==> config.mk <==
export PLATFORM = sky130hd
export DESIGN_NAME = pidpos_error
export DESIGN_NICKNAME = d
export VERILOG_FILES = /design/src/sv/pidpos_pkg.sv /design/src/sv/pidpos_error.sv
export SDC_FILE = /design/constraint.sdc
export NUM_CORES = 1
export LEC_CHECK = 0
export BUFFER_PORTS_ARGS = -buffer_cell sky130_fd_sc_hd__clkbuf_2
export CORE_UTILIZATION = 55
export CTS_CLUSTER_DIAMETER = 120
export DETAILED_ROUTE_END_ITERATION = 10
export GPL_TIMING_DRIVEN = 0
export PLACE_DENSITY = 0.85
export SYNTH_ARGS = -nofsm -noshare
export SYNTH_HDL_FRONTEND = slang
export SYNTH_SLANG_ARGS = --single-unit
==> constraint.sdc <==
create_clock -name clk -period 7 [get_ports clk]
set_input_delay 1.05 -clock clk [delete_from_list [all_inputs] [get_ports clk]]
set_output_delay 1.05 -clock clk [all_outputs]
set_load 0.02 [all_outputs]
==> src/sv/pidpos_pkg.sv <==
// Shared constants, register indexes and pipeline load strobes for the
// position PID step. No dependencies.
package pidpos_pkg;

  localparam int POSITION_WIDTH_DEF = 24;
  localparam int GAIN_FRAC_DEF      = 16;

  localparam int SUM_W      = 32;  // running error sum
  localparam int GAIN_W     = 20;  // unsigned gains
  localparam int ZONE_W     = 23;  // integral zone
  localparam int DRIVE_W    = 11;  // drive command and speed limits
  localparam int REG_IDX_W  = 3;
  localparam int OUT_TDATA_W = 16;

  localparam int DRIVE_MAX = (1 << (DRIVE_W - 1)) - 1;
  localparam int DRIVE_MIN = -(1 << (DRIVE_W - 1));

  // Register reset values
  localparam logic signed [DRIVE_W-1:0] MAX_SPEED_RST = DRIVE_W'(600);
  localparam logic signed [DRIVE_W-1:0] MIN_SPEED_RST = DRIVE_W'(0);
  localparam logic [GAIN_W-1:0]         GAIN_P_RST    = GAIN_W'(65536);
  localparam logic [GAIN_W-1:0]         GAIN_I_RST    = GAIN_W'(0);
  localparam logic [GAIN_W-1:0]         GAIN_D_RST    = GAIN_W'(0);
  localparam logic [ZONE_W-1:0]         IZONE_RST     = ZONE_W'(10);

  typedef enum logic [REG_IDX_W-1:0] {
    REG_TARGET    = 3'd0,
    REG_MAX_SPEED = 3'd1,
    REG_MIN_SPEED = 3'd2,
    REG_GAIN_P    = 3'd3,
    REG_GAIN_I    = 3'd4,
    REG_GAIN_D    = 3'd5,
    REG_IZONE     = 3'd6
  } reg_idx_t;

  // One load strobe per pipeline register rank
  typedef struct packed {
    logic load_in;
    logic load_err;
    logic load_mul;
    logic load_scl;
    logic load_out;
  } pipe_ld_t;

endpackage

==> src/sv/pidpos_error.sv <==
// Input register and error stage: averaging, error, saturating sum,
// derivative, integral-zone and done tests. Depends on pidpos_pkg.
module pidpos_error import pidpos_pkg::*; #(
  parameter int POSITION_WIDTH = POSITION_WIDTH_DEF
) (
  input  logic                             clk,
  input  logic                             rst,
  input  pipe_ld_t                         ld,
  input  logic                             restart,
  input  logic signed [POSITION_WIDTH-1:0] position_a,
  input  logic signed [POSITION_WIDTH-1:0] position_b,
  input  logic signed [POSITION_WIDTH-1:0] target,
  input  logic [ZONE_W-1:0]                izone,
  output logic signed [POSITION_WIDTH:0]   err_q,
  output logic signed [POSITION_WIDTH+1:0] deriv_q,
  output logic signed [SUM_W-1:0]          acc_q,
  output logic                             izone_q,
  output logic                             done_q
);

  localparam int P  = POSITION_WIDTH;
  localparam int AW = ((P + 1 > SUM_W) ? P + 1 : SUM_W) + 1;
  localparam int ZW = ((P + 1 > ZONE_W + 1) ? P + 1 : ZONE_W + 1) + 1;

  localparam logic signed [AW-1:0] SUM_MAX_W = {{(AW - SUM_W + 1){1'b0}}, {(SUM_W - 1){1'b1}}};
  localparam logic signed [AW-1:0] SUM_MIN_W = {{(AW - SUM_W + 1){1'b1}}, {(SUM_W - 1){1'b0}}};
  localparam logic signed [P+1:0]  ONE_E     = (P + 2)'(1);

  // state carried across items
  logic signed [SUM_W-1:0] error_sum;
  logic signed [P:0]       previous_error;

  // input register
  logic                restart_in;
  logic signed [P-1:0] avg_in;

  logic signed [P:0] sum2, sum_half, avg_w;
  logic              avg_corr;

  // average truncated toward zero
  assign sum2     = {position_a[P-1], position_a} + {position_b[P-1], position_b};
  assign sum_half = sum2 >>> 1;
  assign avg_corr = sum2[P] & sum2[0];
  assign avg_w    = sum_half + $signed((P + 1)'(avg_corr));

  always_ff @(posedge clk) begin
    if (ld.load_in) begin
      restart_in <= restart;
      avg_in     <= avg_w[P-1:0];
    end
  end

  logic signed [P:0]       err_w, prev_use;
  logic signed [SUM_W-1:0] sum_use, acc_sat;
  logic signed [AW-1:0]    acc_w;
  logic signed [P+1:0]     deriv_w, avg_e, abs_avg, tgt_e, abs_tgt;
  logic signed [ZW-1:0]    err_z, zone_z;
  logic                    zone_hit, done_w;

  assign err_w    = {target[P-1], target} - {avg_in[P-1], avg_in};
  assign sum_use  = restart_in ? '0 : error_sum;
  assign prev_use = restart_in ? '0 : previous_error;

  assign acc_w = AW'(sum_use) + AW'(err_w);
  always_comb begin
    if (acc_w > SUM_MAX_W) begin
      acc_sat = SUM_MAX_W[SUM_W-1:0];
    end else if (acc_w < SUM_MIN_W) begin
      acc_sat = SUM_MIN_W[SUM_W-1:0];
    end else begin
      acc_sat = acc_w[SUM_W-1:0];
    end
  end

  assign deriv_w = (P + 2)'(err_w) - (P + 2)'(prev_use);

  assign err_z    = ZW'(err_w);
  assign zone_z   = $signed(ZW'(izone));
  assign zone_hit = (err_z <= zone_z) && (err_z >= -zone_z);

  assign avg_e   = (P + 2)'(avg_in);
  assign abs_avg = (avg_e < 0) ? -avg_e : avg_e;
  assign tgt_e   = (P + 2)'(target);
  assign abs_tgt = (tgt_e < 0) ? -tgt_e : tgt_e;
  assign done_w  = abs_avg >= (abs_tgt - ONE_E);

  always_ff @(posedge clk) begin
    if (rst) begin
      error_sum      <= '0;
      previous_error <= '0;
    end else if (ld.load_err) begin
      error_sum      <= acc_sat;
      previous_error <= err_w;
    end
  end

  always_ff @(posedge clk) begin
    if (ld.load_err) begin
      err_q   <= err_w;
      deriv_q <= deriv_w;
      acc_q   <= acc_sat;
      izone_q <= zone_hit;
      done_q  <= done_w;
    end
  end

endmodule

### Word-level counts from Yosys, hierarchy flattened

Index checks and enable logic that the tools add are counted.
W data, S select, Z words.

* bits in registers: 167
* bits of input ports: 103
* output and inout port bits: 85
* word-level logic and storage cells: 33

* add/sub/neg operators: 9
* $lt $le $gt $ge: 7
* mux-type cells: 6
* bitwise gates (word level): 1
* reduce and logical (&&, ||, !) cells: 1

Operators by type and width (count)
* $mux W32: 3
* $mux W26: 2
* $neg A24 Y26: 2
* $lt A24 B1 Y1 const B: 2
* $add A32 B25 Y33: 1
* $gt A33 B32 Y1 const B: 1
* $lt A33 B32 Y1 const B: 1
* $ge A25 B26 Y1: 1
* $ge A26 B26 Y1: 1
* $neg A23 Y26: 1
* $sub A25 B25 Y26: 1
* $sub A26 B2 Y26 const B: 1
* $add A24 B24 Y25: 1
* $le A25 B24 Y1: 1
* $mux W25: 1
* $sub A24 B24 Y25: 1
* $add A24 B2 Y24: 1
* $and A1 B1 Y1: 1
* $logic_and A1 B1 Y1: 1

### Longest topological paths before layout

* word-level depth: 5
* mapped depth: 26
* gate-level depth less buffers: 24

### Least setup slack after synthesis

OpenSTA, ideal clock, no wires.

* kind: input to register
* start: in target[7]
* end: reg acc_q[10] (data pin)
* setup time: 0.269 ns
* arrival: 5.536 ns
* data required time: 6.731 ns
* setup slack: 1.195 ns
* cell stages on the path: 21
* buffers on the path: 2
* path through: ha_1 > a21oi_1 > o21ai_1 > or3b_1 > o21a_1 > a21oi_1 > o31ai_1 > a2111oi_0 > o31ai_1 > nand2_1 > ha_1 > and3_1 > and3_1 > and3_1 > a221o_1 > a31oi_1 > o21ai_4 > o21ai_1 > buf_4 > buf_6 > o21ai_1

* cells in the longest elaborated chain, start to end: 5
* elaborated cells between the ends (all ways): 6
* those cells by class: add/sub: 2; order compare: 2; mux: 2

Ends and longest elaborated chain
* from (decl): line pidpos_error.sv:12 `input logic signed [POSITION_WIDTH-1:0] target,`
* $sub A24 B24 Y25 *: line pidpos_error.sv:60 `assign err_w = {target[P-1], target} - {avg_in[P-1], avg_in};`
* net err_w[24]: line pidpos_error.sv:53 `logic signed [P:0] err_w, prev_use;`
* $add A32 B25 Y33 *: line pidpos_error.sv:64 `assign acc_w = AW'(sum_use) + AW'(err_w);`
* $lt A33 B32 Y1: line pidpos_error.sv:68 `end else if (acc_w < SUM_MIN_W) begin`
* $mux W32: line pidpos_error.sv:68
* $mux W32 *: line pidpos_error.sv:66 `if (acc_w > SUM_MAX_W) begin`
* net acc_sat[10]: line pidpos_error.sv:54 `logic signed [SUM_W-1:0] sum_use, acc_sat;`
* to (signal assigned): line pidpos_error.sv:101 `acc_q <= acc_sat;`
* to (decl): line pidpos_error.sv:16 `output logic signed [SUM_W-1:0] acc_q,`

The timed path passes the listed nets; every way through them passes the cells marked *.
A chain may end at the register's enable or synchronous reset.

### Worst setup path after layout

* start: in target[0]
* end: reg acc_q[22] (data pin)

The elaborated chain is that of the path after synthesis.

==> metrics.cfg <==
[placement]
dp_hpwl_mm = 32.0
dpl_worst_slack_ps = -672
placement.io_buffers = 183
place.gp.congestion = 0.967

[global_route]
groute.usage.overall_pct = 28.8
wire_length_of_the_first_global_routing_pass_mm = 65.2
grt_remaining_overflow = 0
antenna_found_initial = 0
via_count_of_the_first_global_routing_pass = 13172
grt_start_max_net_pins = 54

[routing]
routed_via_density = 5.94
dr_total_vias = 13726
detail_route.iter0.violations = 1007
detail-route-antenna-nets = 0
remaining_drc_errors = 0
drtPass1Iterations = 5
wl_per_cell_um = 17.6
postRouteWirelength_mm = 40.5

[cts]
holdBufCountCts = 0
count_of_buffers_added_by_post_cts_timing_repair_for_setup = 0
clock-root-buffer = clkbuf_16
cts_tree = built
cts_buffer_depth = 2
total_clock_buffers_created_by_cts = 17
h-tree-depth = 4
clock_latency_ps = 450
clk_pin_slew_ps = 70
clock_sinks = 167

[timing]
min_period_ps = 6570
worstMarginPinSlew_ps = 1090
timing.fmax_mhz = 152
final_max_slew_viol_count = 0
final-hold-violation-count = 0
setup_repair_after_global_routing_missed_its_margin = false
finalCritPeriodShare_pct = 93.9
fin_ws_ps = 427
finalSetupViolCount = 0
fin_worst_skew_ps = 15.9
slew-limit-headroom_pct = 26.9

[synth]
synth_area_per_cell_um2 = 8.88
most_frequent_cells_after_synthesis = ha_1, nor2_1, xnor2_1, nand2_1, edfxtp_1
synth-edff-count = 110
postSynth.asyncResetShare_pct = 0
synthMostInstantiatedCell = ha_1
ys_types = 92
yosys_warnings = 0
syn-instance-count = 1720
synth_top_flop_cell = edfxtp_1
synth_area_mm2 = 0.0153
synthTopCellsByArea = edfxtp_1, ha_1, dfxtp_1, xnor2_1, xor2_1
biggest_area_consumer_among_synthesized_cells = edfxtp_1
synth.yosys.seq_area_share_pct = 29.1
synth_top_area_share_pct = 21.6
ys_seq_elements = 167

[cells_and_area]
antenna_cells = 0
synth_to_final_area_change_pct = 13.3
finish.utilization_pct = 63.9
layout.nets = 2210
post_route_cells_drive_above_1_share_pct = 14.2

[worst_setup_path]
path_class = primary input to register
endpoint_kind = register
cp.required_ps = 7170
critical_path_launch_point_type = primary input
crit_arrival_ps = 6750
path_max_fanout = 14

[power]
report.power.total_uw = 6070
power_density_mw_per_mm2 = 351
vdd_drop_max_uv = 200
p_leak_uw = 0.00752

[floorplan]
fp.dieH_um = 169
io-pin-count = 188
initial_core_util_pct = 56.4
design.core.area_mm2 = 0.0271
floorplan.rows = 60
design.die.area_mm2 = 0.0284
die_x_um = 169

[job]
number_of_maximum_capacitance_constraint_violations = 0

[run_status]
status = finished clean

[hold_path]
min-delay-path-class = register to register

## power by group
group	total, uW	leakage, uW	internal [uW]	switching (uW)
Clock	966	0.000286	490	476
Combinational	3440	0.00569	1340	2090
Sequential	1670	0.00154	1520	146
Total	6070	0.00752	3350	2720
## layout by cell type (no fill, tap or decap), types with 29 or more instances in the layout
cell        n
clkbuf_2  186
ha_1      179
nor2_1    135
xnor2_1   130
nand2_1   119
edfxtp_1  110
a21oi_1    99
o21ai_0    86
inv_1      85
xor2_1     68
a21o_1     61
dfxtp_1    57
nor2b_1    55
nand2b_1   54
clkbuf_1   37
o21a_1     37
nand3_1    35
nor3_1     33
o211ai_1   29
## registers in the layout (all words and copies together), names as in the netlist
register        cells
done_q              1
acc_q              32
err_q              25
error_sum          32
restart_in          1
previous_error     25
deriv_q            26
izone_q             1
avg_in             24
## kinds of logic after synthesis
family / count (synthesis) / share of synthesized area [%]
AND/OR/NAND/NOR: 542 / 17.9
AO/OA/AOI/OAI: 459 / 20.6
XOR/XNOR: 199 / 11.5
adder cells (fa/ha/maj): 185 / 15.3
flip-flops: 167 / 29.1
buffers and inverters: 142 / 3.92
multiplexers: 25 / 1.66
other: 1 / 0.0245
## worst paths after layout
kind	start	to	slack, ps	cells past startpoint
worst min-delay path	error_sum[22]	error_sum[22]	460	2
worst min register to register	error_sum[22]	error_sum[22]	460	2
worst max-delay path	target[0]	acc_q[22]	430	23
worst max register to register	avg_in[7]	acc_q[22]	710	20
## repair_timing
| action | in CTS | in global routing |
|---|---|---|
| setup endpoints to repair | 20 | 31 |
| resized for setup | 2 | 7 |
| endpoints found under the hold margin | 0 | 0 |
## through the flow
step | cell area [um^2] | cells | hold WS, ps | TNS [ps]
after floorplan | 15300 | 1721 | 427 | 0
after global placement | 16700 | 2276 | 436 | -8530
after detailed placement | 16700 | 2277 | 445 | -21690
after CTS | 17300 | 2309 | 460 | 0
after global routing | 17300 | 2309 | 476 | 0
final | 17300 | 2309 | 463 | 0
## area by class of cell
cell class	count	area (um^2)
clock buffer	18	439
fill	2273	9790
tap	372	465
inverter	86	328
timing repair buffer	184	946
buffer	56	273
sequential	167	4440
multi-input combinational	1412	10300
clock inverter	14	153
## routing by layer
layer  routed length (um)  global-route usage [%]  vias up
met5                    0                       0        -
met3                 2550                    4.35       80
met1                17200                    35.7     6397
met4                 1160                    10.9        0
met2                19600                    50.4      557
li1                     -                       -     6692
## critical path: stages
cell,delay [ps]
clkbuf_2,140
inv_1,110
ha_1,240
fa_1,420
nor2b_1,180
o2111ai_1,160
a21oi_1,230
o21a_1,240
a21oi_1,150
o31ai_2,400
a2111oi_0,230
o31ai_1,330
nand2_2,340
ha_1,480
and3_1,240
and3_1,200
and3_1,200
a221o_1,290
a31oi_1,260
o21ai_4,170
o21ai_2,200
clkbuf_2,310
o21ai_0,160
Power figures use the tool's default switching activity.
